**src/hdl/ipac_pkg.sv**
```systemverilog
// Shared types, codes and constants of the interpolated PID actuator controller.
`default_nettype none
package ipac_pkg;

  localparam logic [31:0] TICK_MIN_DEF = 32'd0;
  localparam logic [31:0] TICK_MAX_DEF = 32'd1048576;

  localparam int DIV_W  = 48;
  localparam int DIVS_W = 16;
  localparam int CNT_W  = $clog2(DIV_W);

  localparam logic [2:0] OP_TICK_UP   = 3'd0;
  localparam logic [2:0] OP_TICK_DOWN = 3'd1;
  localparam logic [2:0] OP_LOAD      = 3'd2;
  localparam logic [2:0] OP_POT       = 3'd3;
  localparam logic [2:0] OP_STEP      = 3'd4;
  localparam logic [2:0] OP_STOP      = 3'd5;

  localparam logic [2:0] REG_P_GAIN     = 3'd0;
  localparam logic [2:0] REG_I_GAIN     = 3'd1;
  localparam logic [2:0] REG_D_GAIN     = 3'd2;
  localparam logic [2:0] REG_TICKS_ROT  = 3'd3;
  localparam logic [2:0] REG_GEAR       = 3'd4;
  localparam logic [2:0] REG_PITCH      = 3'd5;
  localparam logic [2:0] REG_POT_MIN    = 3'd6;
  localparam logic [2:0] REG_POT_MAX    = 3'd7;

  typedef enum logic [2:0] {
    K_INC, K_DEC, K_LOAD, K_POT, K_STEP, K_STOP, K_NOP
  } kind_e;

  typedef struct packed {
    kind_e       kind;
    logic [31:0] tick_value;
    logic [9:0]  pot_sample;
    logic [11:0] target_length;
    logic [15:0] move_duration;
    logic [31:0] now_ms;
  } item_t;

  typedef struct packed {
    logic signed [15:0] p_gain;
    logic signed [15:0] i_gain;
    logic signed [15:0] d_gain;
    logic [15:0]        counts_per_rev;
    logic [9:0]         gear_reduction;
    logic [7:0]         lead_mm;
    logic [9:0]         pot_at_min;
    logic [9:0]         pot_at_max;
  } cfg_t;

  typedef struct packed {
    logic              start;
    logic [DIV_W-1:0]  dividend;
    logic [DIVS_W-1:0] divisor;
  } div_req_t;

  typedef struct packed {
    logic             done;
    logic [DIV_W-1:0] quotient;
    logic             rem_nz;
  } div_resp_t;

  typedef enum logic [4:0] {
    S_IDLE, S_EXEC, S_POT_GO, S_POT_WAIT, S_LEN1_GO, S_LEN1_WAIT,
    S_LEN2_GO, S_LEN2_WAIT, S_LEN_MUL, S_CTL_LATCH, S_CTL_MUL,
    S_CTL_GO, S_CTL_WAIT, S_CTL_ERR, S_ACC_P, S_ACC_I, S_ACC_D,
    S_DRIVE, S_OUT
  } state_e;

endpackage
`default_nettype wire

```
**src/hdl/ipac_div.sv**
```systemverilog
// Restoring divider, one quotient bit per cycle.
`default_nettype none
module ipac_div (
  input  wire logic                clk_i,
  input  wire logic                rst_ni,
  input  wire ipac_pkg::div_req_t  req_i,
  output ipac_pkg::div_resp_t      resp_o
);

  logic                              busy_q, busy_d;
  logic                              done_q, done_d;
  logic [ipac_pkg::CNT_W-1:0]        cnt_q, cnt_d;
  logic [ipac_pkg::DIV_W-1:0]        quo_q, quo_d;
  logic [ipac_pkg::DIVS_W-1:0]       rem_q, rem_d;
  logic [ipac_pkg::DIVS_W-1:0]       dvs_q, dvs_d;
  logic [ipac_pkg::DIVS_W:0]         trial;
  logic                              ge;

  assign trial = {rem_q, quo_q[ipac_pkg::DIV_W-1]};
  assign ge    = trial >= {1'b0, dvs_q};

  always_comb begin
    busy_d = busy_q;
    done_d = 1'b0;
    cnt_d  = cnt_q;
    quo_d  = quo_q;
    rem_d  = rem_q;
    dvs_d  = dvs_q;
    if (req_i.start) begin
      busy_d = 1'b1;
      cnt_d  = ipac_pkg::CNT_W'(ipac_pkg::DIV_W - 1);
      quo_d  = req_i.dividend;
      rem_d  = '0;
      dvs_d  = req_i.divisor;
    end else if (busy_q) begin
      rem_d = ge ? ipac_pkg::DIVS_W'(trial - {1'b0, dvs_q}) : trial[ipac_pkg::DIVS_W-1:0];
      quo_d = {quo_q[ipac_pkg::DIV_W-2:0], ge};
      cnt_d = cnt_q - 1'b1;
      if (cnt_q == '0) begin
        busy_d = 1'b0;
        done_d = 1'b1;
      end
    end
  end

  always_ff @(posedge clk_i or negedge rst_ni) begin
    if (!rst_ni) begin
      busy_q <= 1'b0;
      done_q <= 1'b0;
      cnt_q  <= '0;
    end else begin
      busy_q <= busy_d;
      done_q <= done_d;
      cnt_q  <= cnt_d;
    end
  end

  always_ff @(posedge clk_i) begin
    quo_q <= quo_d;
    rem_q <= rem_d;
    dvs_q <= dvs_d;
  end

  assign resp_o.done     = done_q;
  assign resp_o.quotient = quo_q;
  assign resp_o.rem_nz   = rem_q != '0;

endmodule
`default_nettype wire

```
**src/hdl/ipac_front.sv**
```systemverilog
// Input side: accept words, decode the operation and queue them for the back end.
`default_nettype none
module ipac_front (
  input  wire logic          clk_i,
  input  wire logic          rst_ni,
  input  wire logic          in_valid_i,
  output logic               in_ready_o,
  input  wire logic [2:0]    operation_i,
  input  wire logic [31:0]   tick_value_i,
  input  wire logic [9:0]    pot_sample_i,
  input  wire logic [11:0]   target_length_i,
  input  wire logic [15:0]   move_duration_i,
  input  wire logic [31:0]   now_ms_i,
  output logic               q_valid_o,
  output ipac_pkg::item_t    q_item_o,
  input  wire logic          q_pop_i
);

  ipac_pkg::item_t  mem_q [2];
  ipac_pkg::item_t  item;
  ipac_pkg::kind_e  kind;
  logic             wp_q, wp_d, rp_q, rp_d;
  logic [1:0]       cnt_q, cnt_d;
  logic             push;

  always_comb begin
    unique case (operation_i)
      ipac_pkg::OP_TICK_UP:   kind = ipac_pkg::K_INC;
      ipac_pkg::OP_TICK_DOWN: kind = ipac_pkg::K_DEC;
      ipac_pkg::OP_LOAD:      kind = ipac_pkg::K_LOAD;
      ipac_pkg::OP_POT:       kind = ipac_pkg::K_POT;
      ipac_pkg::OP_STEP:      kind = ipac_pkg::K_STEP;
      ipac_pkg::OP_STOP:      kind = ipac_pkg::K_STOP;
      default:                kind = ipac_pkg::K_NOP;
    endcase
  end

  assign item.kind          = kind;
  assign item.tick_value    = tick_value_i;
  assign item.pot_sample    = pot_sample_i;
  assign item.target_length = target_length_i;
  assign item.move_duration = move_duration_i;
  assign item.now_ms        = now_ms_i;

  assign in_ready_o = cnt_q != 2'd2;
  assign push       = in_valid_i && in_ready_o;
  assign q_valid_o  = cnt_q != 2'd0;
  assign q_item_o   = mem_q[rp_q];

  always_comb begin
    wp_d  = push ? !wp_q : wp_q;
    rp_d  = q_pop_i ? !rp_q : rp_q;
    cnt_d = cnt_q + {1'b0, push} - {1'b0, q_pop_i};
  end

  always_ff @(posedge clk_i or negedge rst_ni) begin
    if (!rst_ni) begin
      wp_q  <= 1'b0;
      rp_q  <= 1'b0;
      cnt_q <= 2'd0;
    end else begin
      wp_q  <= wp_d;
      rp_q  <= rp_d;
      cnt_q <= cnt_d;
    end
  end

  always_ff @(posedge clk_i) begin
    if (push) begin
      mem_q[wp_q] <= item;
    end
  end

endmodule
`default_nettype wire

```
**src/hdl/ipac_back.sv**
```systemverilog
// Back end: tick update, length calculation, interpolated PID step and result register.
`default_nettype none
module ipac_back #(
  parameter logic [31:0] TICK_MIN = ipac_pkg::TICK_MIN_DEF,
  parameter logic [31:0] TICK_MAX = ipac_pkg::TICK_MAX_DEF
) (
  input  wire logic                 clk_i,
  input  wire logic                 rst_ni,
  input  wire ipac_pkg::cfg_t       cfg_i,
  input  wire logic                 q_valid_i,
  input  wire ipac_pkg::item_t      q_item_i,
  output logic                      q_pop_o,
  output ipac_pkg::div_req_t        div_req_o,
  input  wire ipac_pkg::div_resp_t  div_resp_i,
  output logic                      out_valid_o,
  input  wire logic                 out_ready_i,
  output logic [7:0]                pwm_duty_o,
  output logic                      drive_extend_o,
  output logic signed [12:0]        length_error_o,
  output logic [31:0]               tick_count_o,
  output logic [11:0]               rod_length_o
);

  localparam logic signed [33:0] SpanOut =
    $signed({2'b00, TICK_MAX}) - $signed({2'b00, TICK_MIN});

  ipac_pkg::state_e state_q, state_d;
  ipac_pkg::item_t  item_q;

  logic [31:0]        ticks_q, q1_q, q2_q, start_time_q;
  logic [11:0]        len_q, last_target_q, start_length_q, goal_q;
  logic signed [12:0] hist_q [3];
  logic signed [12:0] err_q, lerr_q;
  logic [7:0]         duty_q;
  logic               dir_q, dbl_q, neg_q;
  logic signed [44:0] prod_q;
  logic signed [33:0] acc_q;

  logic signed [10:0] pot_diff, span_in;
  logic [15:0]        t_eff;
  logic [9:0]         g_eff;
  logic [39:0]        len_prod;
  logic [31:0]        elapsed, q_lo;
  logic signed [12:0] diff, err_n;
  logic signed [14:0] hsum;
  logic signed [28:0] mul_p, mul_d;
  logic signed [30:0] mul_i;
  logic signed [33:0] acc_abs;
  logic [47:0]        q_adj;
  logic out_free;

  assign pot_diff = $signed({1'b0, item_q.pot_sample}) - $signed({1'b0, cfg_i.pot_at_min});
  assign span_in  = $signed({1'b0, cfg_i.pot_at_max}) - $signed({1'b0, cfg_i.pot_at_min});
  assign t_eff    = (cfg_i.counts_per_rev == '0) ? 16'd1 : cfg_i.counts_per_rev;
  assign g_eff    = (cfg_i.gear_reduction == '0) ? 10'd1 : cfg_i.gear_reduction;
  assign len_prod = q2_q * cfg_i.lead_mm;
  assign elapsed  = item_q.now_ms - start_time_q;
  assign diff     = $signed({1'b0, item_q.target_length}) - $signed({1'b0, start_length_q});
  assign err_n    = $signed({1'b0, goal_q}) - $signed({1'b0, len_q});
  assign hsum     = 15'(hist_q[0]) + 15'(hist_q[1]) + 15'(hist_q[2]);
  assign mul_p    = cfg_i.p_gain * err_q;
  assign mul_i    = cfg_i.i_gain * hsum;
  assign mul_d    = cfg_i.d_gain * err_q;
  assign acc_abs  = acc_q[33] ? -acc_q : acc_q;
  // floor toward minus infinity for the interpolation quotient
  assign q_adj    = div_resp_i.quotient + {47'd0, neg_q & div_resp_i.rem_nz};
  assign q_lo     = neg_q ? -div_resp_i.quotient[31:0] : div_resp_i.quotient[31:0];
  assign out_free = !out_valid_o || out_ready_i;

  // next state
  always_comb begin
    state_d = state_q;
    unique case (state_q)
      ipac_pkg::S_IDLE:      if (q_valid_i) state_d = ipac_pkg::S_EXEC;
      ipac_pkg::S_EXEC: begin
        if (item_q.kind == ipac_pkg::K_POT && span_in != '0) state_d = ipac_pkg::S_POT_GO;
        else state_d = ipac_pkg::S_LEN1_GO;
      end
      ipac_pkg::S_POT_GO:    state_d = ipac_pkg::S_POT_WAIT;
      ipac_pkg::S_POT_WAIT:  if (div_resp_i.done) state_d = ipac_pkg::S_LEN1_GO;
      ipac_pkg::S_LEN1_GO:   state_d = ipac_pkg::S_LEN1_WAIT;
      ipac_pkg::S_LEN1_WAIT: if (div_resp_i.done) state_d = ipac_pkg::S_LEN2_GO;
      ipac_pkg::S_LEN2_GO:   state_d = ipac_pkg::S_LEN2_WAIT;
      ipac_pkg::S_LEN2_WAIT: if (div_resp_i.done) state_d = ipac_pkg::S_LEN_MUL;
      ipac_pkg::S_LEN_MUL: begin
        state_d = (item_q.kind == ipac_pkg::K_STEP) ? ipac_pkg::S_CTL_LATCH : ipac_pkg::S_OUT;
      end
      ipac_pkg::S_CTL_LATCH: state_d = ipac_pkg::S_CTL_MUL;
      ipac_pkg::S_CTL_MUL: begin
        state_d = (elapsed < {16'd0, item_q.move_duration}) ? ipac_pkg::S_CTL_GO
                                                            : ipac_pkg::S_CTL_ERR;
      end
      ipac_pkg::S_CTL_GO:    state_d = ipac_pkg::S_CTL_WAIT;
      ipac_pkg::S_CTL_WAIT:  if (div_resp_i.done) state_d = ipac_pkg::S_CTL_ERR;
      ipac_pkg::S_CTL_ERR:   state_d = ipac_pkg::S_ACC_P;
      ipac_pkg::S_ACC_P:     state_d = ipac_pkg::S_ACC_I;
      ipac_pkg::S_ACC_I:     state_d = ipac_pkg::S_ACC_D;
      ipac_pkg::S_ACC_D:     state_d = ipac_pkg::S_DRIVE;
      ipac_pkg::S_DRIVE:     state_d = ipac_pkg::S_OUT;
      ipac_pkg::S_OUT:       if (out_free) state_d = ipac_pkg::S_IDLE;
      default:               state_d = ipac_pkg::S_IDLE;
    endcase
  end

  // outputs toward queue and divider
  always_comb begin
    q_pop_o            = 1'b0;
    div_req_o.start    = 1'b0;
    div_req_o.dividend = '0;
    div_req_o.divisor  = 16'd1;
    unique case (state_q)
      ipac_pkg::S_IDLE: q_pop_o = q_valid_i;
      ipac_pkg::S_POT_GO: begin
        div_req_o.start    = 1'b1;
        div_req_o.dividend = 48'(prod_q[44] ? -prod_q : prod_q);
        div_req_o.divisor  = 16'(span_in[10] ? -span_in : span_in);
      end
      ipac_pkg::S_LEN1_GO: begin
        div_req_o.start    = 1'b1;
        div_req_o.dividend = {16'd0, ticks_q};
        div_req_o.divisor  = t_eff;
      end
      ipac_pkg::S_LEN2_GO: begin
        div_req_o.start    = 1'b1;
        div_req_o.dividend = {16'd0, q1_q};
        div_req_o.divisor  = {6'd0, g_eff};
      end
      ipac_pkg::S_CTL_GO: begin
        div_req_o.start    = 1'b1;
        div_req_o.dividend = 48'(prod_q[44] ? -prod_q : prod_q);
        div_req_o.divisor  = item_q.move_duration;
      end
      default: ;
    endcase
  end

  always_ff @(posedge clk_i or negedge rst_ni) begin
    if (!rst_ni) begin
      state_q        <= ipac_pkg::S_IDLE;
      ticks_q        <= '0;
      hist_q[0]      <= '0;
      hist_q[1]      <= '0;
      hist_q[2]      <= '0;
      last_target_q  <= '0;
      start_length_q <= '0;
      start_time_q   <= '0;
      duty_q         <= '0;
      dir_q          <= 1'b1;
      out_valid_o    <= 1'b0;
    end else begin
      state_q <= state_d;
      if (state_q == ipac_pkg::S_OUT && out_free) out_valid_o <= 1'b1;
      else if (out_valid_o && out_ready_i) out_valid_o <= 1'b0;
      unique case (state_q)
        ipac_pkg::S_EXEC: begin
          case (item_q.kind)
            ipac_pkg::K_INC:  ticks_q <= ticks_q + 32'd1;
            ipac_pkg::K_DEC:  ticks_q <= ticks_q - 32'd1;
            ipac_pkg::K_LOAD: ticks_q <= item_q.tick_value;
            ipac_pkg::K_POT:  if (span_in == '0) ticks_q <= TICK_MIN;
            ipac_pkg::K_STOP: duty_q <= '0;
            default: ;
          endcase
        end
        ipac_pkg::S_POT_WAIT: if (div_resp_i.done) ticks_q <= q_lo + TICK_MIN;
        ipac_pkg::S_CTL_LATCH: begin
          if (item_q.target_length != last_target_q) begin
            last_target_q  <= item_q.target_length;
            start_length_q <= len_q;
            start_time_q   <= item_q.now_ms;
          end
        end
        ipac_pkg::S_CTL_ERR: begin
          hist_q[2] <= hist_q[1];
          hist_q[1] <= hist_q[0];
          hist_q[0] <= err_n;
        end
        ipac_pkg::S_DRIVE: begin
          dir_q  <= !acc_q[33];
          duty_q <= (acc_abs[33:8] > 26'd255) ? 8'd255 : acc_abs[15:8];
        end
        default: ;
      endcase
    end
  end

  always_ff @(posedge clk_i) begin
    unique case (state_q)
      ipac_pkg::S_IDLE: if (q_valid_i) item_q <= q_item_i;
      ipac_pkg::S_EXEC: begin
        lerr_q <= '0;
        prod_q <= 45'(pot_diff * SpanOut);
        neg_q  <= (pot_diff[10] ^ span_in[10] ^ SpanOut[33]) && pot_diff != '0;
      end
      ipac_pkg::S_LEN1_WAIT: if (div_resp_i.done) q1_q <= div_resp_i.quotient[31:0];
      ipac_pkg::S_LEN2_WAIT: if (div_resp_i.done) q2_q <= div_resp_i.quotient[31:0];
      ipac_pkg::S_LEN_MUL:   len_q <= (len_prod > 40'd4095) ? 12'd4095 : len_prod[11:0];
      ipac_pkg::S_CTL_MUL: begin
        prod_q <= 45'(diff * $signed({1'b0, elapsed[15:0]}));
        neg_q  <= diff[12];
        goal_q <= item_q.target_length;
        dbl_q  <= 1'b1;
      end
      ipac_pkg::S_CTL_WAIT: begin
        if (div_resp_i.done) begin
          goal_q <= neg_q ? start_length_q - q_adj[11:0] : start_length_q + q_adj[11:0];
          dbl_q  <= 1'b0;
        end
      end
      ipac_pkg::S_CTL_ERR: begin
        err_q  <= err_n;
        lerr_q <= $signed({1'b0, item_q.target_length}) - $signed({1'b0, len_q});
        acc_q  <= '0;
      end
      ipac_pkg::S_ACC_P: acc_q <= acc_q + (dbl_q ? 34'(mul_p) <<< 1 : 34'(mul_p));
      ipac_pkg::S_ACC_I: acc_q <= acc_q + (dbl_q ? 34'(mul_i) <<< 1 : 34'(mul_i));
      ipac_pkg::S_ACC_D: acc_q <= acc_q + 34'(mul_d);
      ipac_pkg::S_OUT: begin
        if (out_free) begin
          pwm_duty_o     <= duty_q;
          drive_extend_o <= dir_q;
          length_error_o <= lerr_q;
          tick_count_o   <= ticks_q;
          rod_length_o   <= len_q;
        end
      end
      default: ;
    endcase
  end

endmodule
`default_nettype wire

```
**src/hdl/interpolated_pid_actuator_control.sv**
```systemverilog
// Divider: the shared 48-step divider runs two to three times per word, three for a pot
// load with a nonzero pot span or for a control step that still interpolates.
// Throughput: one word at a time in the back end; a two-word queue and the result
// register let input and output stall on their own.
// Reset: asynchronous, active low; ticks, error history, target latch and held drive
// clear, direction reads extend, configuration returns to its reset values.
`default_nettype none
module interpolated_pid_actuator_control #(
  parameter logic [31:0] TICK_MIN = ipac_pkg::TICK_MIN_DEF,
  parameter logic [31:0] TICK_MAX = ipac_pkg::TICK_MAX_DEF
) (
  input  wire logic         clk_i,
  input  wire logic         rst_ni,
  input  wire logic         cfg_we_i,
  input  wire logic [2:0]   cfg_idx_i,
  input  wire logic [15:0]  cfg_data_i,
  input  wire logic         in_valid_i,
  output logic              in_ready_o,
  input  wire logic [2:0]   operation_i,
  input  wire logic [31:0]  tick_value_i,
  input  wire logic [9:0]   pot_sample_i,
  input  wire logic [11:0]  target_length_i,
  input  wire logic [15:0]  move_duration_i,
  input  wire logic [31:0]  now_ms_i,
  output logic              out_valid_o,
  input  wire logic         out_ready_i,
  output logic [7:0]        pwm_duty_o,
  output logic              drive_extend_o,
  output logic signed [12:0] length_error_o,
  output logic [31:0]       tick_count_o,
  output logic [11:0]       rod_length_o
);

  ipac_pkg::cfg_t      cfg_q;
  ipac_pkg::item_t     q_item;
  ipac_pkg::div_req_t  div_req;
  ipac_pkg::div_resp_t div_resp;
  logic                q_valid, q_pop;

  always_ff @(posedge clk_i or negedge rst_ni) begin
    if (!rst_ni) begin
      cfg_q.p_gain         <= 16'sd256;
      cfg_q.i_gain         <= '0;
      cfg_q.d_gain         <= '0;
      cfg_q.counts_per_rev <= 16'd1;
      cfg_q.gear_reduction <= 10'd1;
      cfg_q.lead_mm        <= 8'd1;
      cfg_q.pot_at_min     <= '0;
      cfg_q.pot_at_max     <= 10'd1023;
    end else if (cfg_we_i) begin
      unique case (cfg_idx_i)
        ipac_pkg::REG_P_GAIN:    cfg_q.p_gain         <= cfg_data_i;
        ipac_pkg::REG_I_GAIN:    cfg_q.i_gain         <= cfg_data_i;
        ipac_pkg::REG_D_GAIN:    cfg_q.d_gain         <= cfg_data_i;
        ipac_pkg::REG_TICKS_ROT: cfg_q.counts_per_rev <= cfg_data_i;
        ipac_pkg::REG_GEAR:      cfg_q.gear_reduction <= cfg_data_i[9:0];
        ipac_pkg::REG_PITCH:     cfg_q.lead_mm        <= cfg_data_i[7:0];
        ipac_pkg::REG_POT_MIN:   cfg_q.pot_at_min     <= cfg_data_i[9:0];
        ipac_pkg::REG_POT_MAX:   cfg_q.pot_at_max     <= cfg_data_i[9:0];
        default: ;
      endcase
    end
  end

  ipac_front u_front (
    .clk_i           (clk_i),
    .rst_ni          (rst_ni),
    .in_valid_i      (in_valid_i),
    .in_ready_o      (in_ready_o),
    .operation_i     (operation_i),
    .tick_value_i    (tick_value_i),
    .pot_sample_i    (pot_sample_i),
    .target_length_i (target_length_i),
    .move_duration_i (move_duration_i),
    .now_ms_i        (now_ms_i),
    .q_valid_o       (q_valid),
    .q_item_o        (q_item),
    .q_pop_i         (q_pop)
  );

  ipac_div u_div (
    .clk_i  (clk_i),
    .rst_ni (rst_ni),
    .req_i  (div_req),
    .resp_o (div_resp)
  );

  ipac_back #(
    .TICK_MIN (TICK_MIN),
    .TICK_MAX (TICK_MAX)
  ) u_back (
    .clk_i          (clk_i),
    .rst_ni         (rst_ni),
    .cfg_i          (cfg_q),
    .q_valid_i      (q_valid),
    .q_item_i       (q_item),
    .q_pop_o        (q_pop),
    .div_req_o      (div_req),
    .div_resp_i     (div_resp),
    .out_valid_o    (out_valid_o),
    .out_ready_i    (out_ready_i),
    .pwm_duty_o     (pwm_duty_o),
    .drive_extend_o (drive_extend_o),
    .length_error_o (length_error_o),
    .tick_count_o   (tick_count_o),
    .rod_length_o   (rod_length_o)
  );

`ifndef SYNTHESIS
  a_pop_needs_word: assert property (@(posedge clk_i) disable iff (!rst_ni)
    q_pop |-> q_valid) else $error("queue popped while empty");
  a_start_single: assert property (@(posedge clk_i) disable iff (!rst_ni)
    div_req.start |=> !div_req.start) else $error("divider started twice in a row");
  a_done_not_start: assert property (@(posedge clk_i) disable iff (!rst_ni)
    div_resp.done |-> !div_req.start) else $error("divider restarted on completion");
  a_full_has_word: assert property (@(posedge clk_i) disable iff (!rst_ni)
    !in_ready_o |-> q_valid) else $error("input stalled with empty queue");
`endif

endmodule
`default_nettype wire

```
**config.mk**
```make
export PLATFORM = sky130hd
export DESIGN_NAME = interpolated_pid_actuator_control
export DESIGN_NICKNAME = d
export VERILOG_FILES = /design/src/hdl/ipac_pkg.sv /design/src/hdl/ipac_div.sv /design/src/hdl/ipac_front.sv /design/src/hdl/ipac_back.sv /design/src/hdl/interpolated_pid_actuator_control.sv
export SDC_FILE = /design/constraint.sdc
export NUM_CORES = 2
export LEC_CHECK = 0
export BUFFER_PORTS_ARGS = -buffer_cell sky130_fd_sc_hd__buf_2
export CAP_MARGIN = 20
export CORE_MARGIN = 3
export CORE_UTILIZATION = 45
export DETAILED_ROUTE_END_ITERATION = 16
export GPL_TIMING_DRIVEN = 0
export MAX_ROUTING_LAYER = met4
export PLACE_DENSITY = 0.73
export SLEW_MARGIN = 25
export SYNTH_ARGS = -nofsm -noshare
export SYNTH_HDL_FRONTEND = slang
export SYNTH_SLANG_ARGS = --single-unit
```
**constraint.sdc**
```tcl
create_clock -name clk_i -period 11.32 [get_ports clk_i]
set_input_delay 1.132 -clock clk_i [delete_from_list [all_inputs] [get_ports clk_i]]
set_output_delay 1.132 -clock clk_i [all_outputs]
set_load 0.005 [all_outputs]
```
; ---- Word-level counts from Yosys, hierarchy flattened
; Memories as Yosys holds them, arrays and structs flattened. A register that Yosys moved wholly into a read port is not among the register bits.
; Cells that the tools add are included.
; W data, S select, Z words.
[totals]
elab_cells = 224
mem_bits_ro = 0
reg_bits = 597
out_inout_bits = 68
ramBits = 210
latch_bits = 0
input_bits = 129
mem_count = 1
[memory_table]
columns = name, depth, width, rd, rd_clocked_by_memory_dff, wr, line_no
row1 = u_front.mem_q, 2, 105, 1, 1, 1, ipac_front.sv:19  ; ipac_pkg::item_t mem_q [2];
[classes]
eq_ne = 46
n_mux = 52
multipliers = 5
div = 0
order_cmp = 4
n_reduce_logical = 47
shifts = 0
n_bitwise = 2
n_addsub = 24
[op_table]
columns = operator, count
row1 = $pmux W65 S4, 1
row2 = $mux W48, 3
row3 = $pmux W34 S4, 1
row4 = $pmux W32 S4, 1
row5 = $mux W32, 3
row6 = $pmux W5 S19, 1
row7 = $pmux W45 S2, 1
row8 = $pmux W32 S2, 1
row9 = $mul A16 B13 Y29, 2
row10 = $mux W16, 3
row11 = $neg A45 Y48, 1
row12 = $eq A5 B4 Y1 const B, 8
row13 = $gt A40 B12 Y1 const B, 1
row14 = $mul A32 B8 Y40, 1
row15 = $sub A12 B12 Y13, 3
row16 = $mux W5, 7
row17 = $add A34 B29 Y34, 1
row18 = $add A34 B30 Y34, 1
row19 = $add A34 B32 Y34, 1
row20 = $mux W34, 1
row21 = $neg A34 Y34, 1
row22 = $add A32 B1 Y32 const B, 1
row23 = $lt A32 B16 Y1, 1
row24 = $neg A32 Y32, 1
row25 = other kinds (60), 134

; ---- Logic depth before layout (Yosys ltp)
[depth]
depth_word = 7
depth_mapped = 49
depth_no_buf = 48

; ---- By module
; From an unflattened synthesis, not the netlist that was laid out.
[hier_totals]
cells_unflattened = 8397
area_unflattened_um2 = 86668.1
[by_module_without_submodules]
columns = module, cells_each, instances, area_per_inst_um2
row1 = ipac_back, 7458, 1, 70216.1
row2 = ipac_front, 347, 1, 7947.6
row3 = ipac_div, 368, 1, 4561.9
row4 = interpolated_pid_actuator_control, 224, 1, 3942.5

; ---- Worst setup path after synthesis
; No wires, ideal clock.
[synth_timing]
path_type = register to register
start = register u_back.hist_q[1] (netlist bit)
end = register u_back.acc_q[33], data pin
setup_time_ns = 0.271
synth_period_minus_slack_ns = 10.246
t_required_ns = 11.049
arrival_ns = 9.975
path_stages_with_launch = 43
path_slack_ns = 1.074
cell_sequence = dfrtp_1 > fa_1 > ha_1 > fa_1 > a21o_1 > a21oi_1 > o21bai_1 > a21oi_1 > o21bai_1 > a21oi_1 > nor2b_1 > o21ai_0 > nand2b_1 > xor2_1 > clkbuf_1 > nand2_1 > fa_1 > inv_1 > [7 not listed] > ha_1 > a21o_1 > a21oi_1 > o21ai_0 > nor4_1 > nor2_1 > o31ai_1 > nand2b_1 > a21oi_1 > o211ai_1 > a211o_1 > o221a_2 > ha_1 > and4_1 > a211oi_1 > nor3_1 > xnor3_1 > o22ai_1
[synth_between]
elab_chain_len = 5
[synth_rtl]
columns = item, line_no
row1 = from (decl), ipac_back.sv:32  ; logic signed [12:0] hist_q [3];
row2 = $add A14 B13 Y15 *, ipac_back.sv:60  ; assign hsum = 15'(hist_q[0]) + 15'(hist_q[1]) + 15'(hist_q[2]);
row3 = $mul A16 B15 Y31 *, ipac_back.sv:62  ; assign mul_i = cfg_i.i_gain * hsum;
row4 = $mux W31, ipac_back.sv:216  ; ipac_pkg::S_ACC_I: acc_q <= acc_q + (dbl_q ? 34'(mul_i) <<< 1 : 34'(mul_i));
row5 = $add A34 B32 Y34 *, ipac_back.sv:216
row6 = $pmux W34 S4 *, ipac_back.sv:188  ; unique case (state_q)
row7 = to (signal assigned), ipac_back.sv:215  ; ipac_pkg::S_ACC_P: acc_q <= acc_q + (dbl_q ? 34'(mul_p) <<< 1 : 34'(mul_p));
row8 = to (signal assigned), ipac_back.sv:216
row9 = to (signal assigned), ipac_back.sv:217  ; ipac_pkg::S_ACC_D: acc_q <= acc_q + 34'(mul_d);
row10 = to (decl), ipac_back.sv:37  ; logic signed [33:0] acc_q;
; Every way passes the cells marked *; elsewhere a longest branch is shown, timed or not.
; A chain may end at the register's enable or synchronous reset.

; ---- Final worst setup path
[layout_timing]
start = register u_back.hist_q[2] (netlist bit)
end = register u_back.acc_q[29], data pin
[layout_between]
elab_chain_len = 5
[layout_rtl]
columns = item, line_no
row1 = $add A14 B13 Y15, ipac_back.sv:60
row2 = $mul A16 B15 Y31, ipac_back.sv:62
row3 = $mux W31, ipac_back.sv:216
row4 = $add A34 B32 Y34, ipac_back.sv:216
row5 = $pmux W34 S4, ipac_back.sv:188
; No other way between the ends.

==> results by group <==
STA
  – Fmax: 90.6 MHz
  – WHS: 0.292 ns
  – Fin Setup TNS: 0 ns
  – Final hold violation count: 0
  – Period utilisation layout: 0.975
  – Slew Limit Fails: 0
  – Fin crit period: 11.04 ns
  – Slew @ Worst Pin: 1.14 ns
  – Max-slew headroom: 0.239
  – Final setup viols: 0
  – Skew final: 0.0810 ns

Yosys
  – Synth Area in XOR/XNOR: 0.0372
  – Yosys top cell area share: 0.243
  – Fraction of registers with async set/reset: 0.285
  – YS warnings: 0
  – Post-synth EDFFs: 626
  – Synthesized area: 0.0863 mm2
  – Area fraction in compound gates after synthesis: 0.0955
  – Mapped Cells: 8462
  – Synth top area cells: fa_1 (24%), edfxtp_1 (22%), ha_1 (9.1%), dfrtp_1 (7.0%), inv_1 (5.4%)
  – Synth Area in Simple Gates: 0.133
  – Netlist cell types: 94
  – Post-synthesis adder-cell area fraction: 0.333
  – Avg Cell Area, Syn: 10.2 um2
  – Main combinational cell family by area after synthesis: adder cells
  – Post-synth net total: 10300
  – Proportion of synthesized area in mux cells: 0.0367
  – Top FF cell, synth: edfxtp_1
  – Synth cell count leaders: inv_1 (1239), nand2_1 (1067), fa_1 (1045), ha_1 (627), edfxtp_1 (626)
  – Seq/Total Area, Yosys: 0.296
  – Yosys top cell by area: fa_1
  – Synthesis-stage register bit count: 898
  – Top-count cell post-synth: inv_1

Layout
  – Fin cells: 11400
  – Area grow syn2layout: 10.4%
  – Nets: 10600
  – Finished Core Util: 0.500
  – Layout cells sized above 1: 0.0904

CTS
  – Num CTS Buffers: 97
  – Clock transition at the registers of the reported paths: 0.07 ns
  – Skew-Pair Late Insertion Delay: 0.77 ns
  – Hold Buf Count CTS: 0
  – Root buf cell: clkbuf_16
  – CTS H-tree depth: 3
  – CTS tree: yes
  – # clock sinks: 898
  – CTS max path bufs: 3

Floorplan
  – Initial Util: 0.453
  – Core ar.: 0.190 mm2
  – Num ports: 197
  – Die Width: 444 um
  – Die span in y: 444 um
  – Die area: 0.197 mm2
  – Rows: 160

Routing
  – Vias: 64100
  – WL final: 254000 um
  – Drt drc: 0
  – Drt via density: 5.62
  – DRT antenna net count: 0
  – Initial DRC count: 5594
  – DR pass1 iterations: 10
  – Routed WL per cell: 22.3 um

Critical path
  – Most used cell, CP: fa_1
  – CP Max Fanout: 10
  – Max stage delay on crit path: 0.78 ns
  – CP Buf/Inv Count: 7
  – Slowest-stage cell, CP: xnor2_1
  – CP required: 11.72 ns
  – Worst path depth: 39
  – Arr. time, crit path: 11.44 ns
  – Critical path startpoint category: flip-flop
  – Cells on worst reg2reg path: 39
  – Crit. End Element: flip-flop
  – Critical path class: flip-flop to flip-flop
  – Cell family with most CP delay: adder cells

Flow run
  – Max cap viols: 0

Global routing
  – Pin count of the biggest net entering global routing: 60
  – First-pass GRT wire length: 389000 um
  – Number of global-route vias before repair: 65800
  – Gr ovfl total: 0
  – Initial antenna violation count: 28
  – GRT Overall Usage: 0.266

Placed design
  – Dpl hpwl: 206000 um
  – Placer congestion estimate: 1.02
  – DP Cell Count: 11200
  – IO Port Bufs: 193

Outcome
  – Status: finished clean

Worst hold path
  – Min-Delay Path Class: primary input to async pin
## area by class of cell
class,instances,area [um2]
clock buffer,121,2630
sequential,898,25500
fill,16900,95200
timing repair buffer,241,1730
buffer,312,1230
clock inverter,59,732
multi-input combinational,5999,55500
antenna,19,47.5
tap,2511,3140
inverter,1252,4700
## flip-flops by register name, indices dropped and copies added (netlist names), 34 cells and up
signal,cells
u_front.mem_q,210
u_back.item_q,105
cfg_q,102
u_div.quo_q,48
u_back.hist_q,39
u_back.acc_q,34
## cells in the final DEF (no fill, tap or decap), types with 126 or more instances in the layout
cell type,count
inv_1,1239
nand2_1,1066
fa_1,1045
edfxtp_1,626
ha_1,618
and2_1,388
o21ai_0,368
nor2_1,326
clkbuf_1,298
a21oi_1,268
dfrtp_1,241
mux2_2,231
xnor2_1,203
buf_2,198
xor2_1,153
a21o_1,126
## metal layers
layer	up-vias	wire length, um	track usage
li1	28800	-	-
met1	32200	103000	0.341
met2	2547	116000	0.408
met3	577	19300	0.0423
met4	0	15400	0.138
met5	-	0	-
## worst paths after layout
| check | start | endpoint | slack [ns] |
|---|---|---|---|
| max in group asynchronous | rst_ni | cfg_q[2] | 9.60 |
| worst max-delay path | u_back.hist_q[2] | u_back.acc_q[29] | 0.28 |
| worst min-delay path | rst_ni | u_front.cnt_q[0] | 0.29 |
| worst max register to register | u_back.hist_q[2] | u_back.acc_q[29] | 0.28 |
| worst min register to register | u_back.duty_q[6] | u_back.pwm_duty_o[6] | 0.45 |
| min in group clk_i | u_back.duty_q[6] | u_back.pwm_duty_o[6] | 0.45 |
## cell families (layout without fill, tap and decap cells)
kind of cell             Yosys count  after routing
other                              0             19
AND/OR/NAND/NOR                 2393           2393
adder cells (fa/ha/maj)         1672           1672
AO/OA/AOI/OAI                   1283           1283
XOR/XNOR                         365            365
flip-flops                       898            898
multiplexers                     286            286
buffers and inverters           1565           1985
## metrics by stage
step	instance area, um2	setup WS, ns
6_report	95200	0.282
5_1_grt	95200	-0.0158
4_1_cts	94800	-0.0123
3_5_place_dp	91100	-1.24
3_3_place_gp	90400	-0.957
2_1_floorplan	86300	1.07
## repair_timing
item / CTS / global route
setup endpoints to repair: 15 / 14
gates resized for setup: 54 / 65
pin swaps: 4 / 15
buffers inserted: 2 / 11
Power is not shown: default switching activity piles up to over one toggle a cycle in this logic, so the estimate is an artifact.
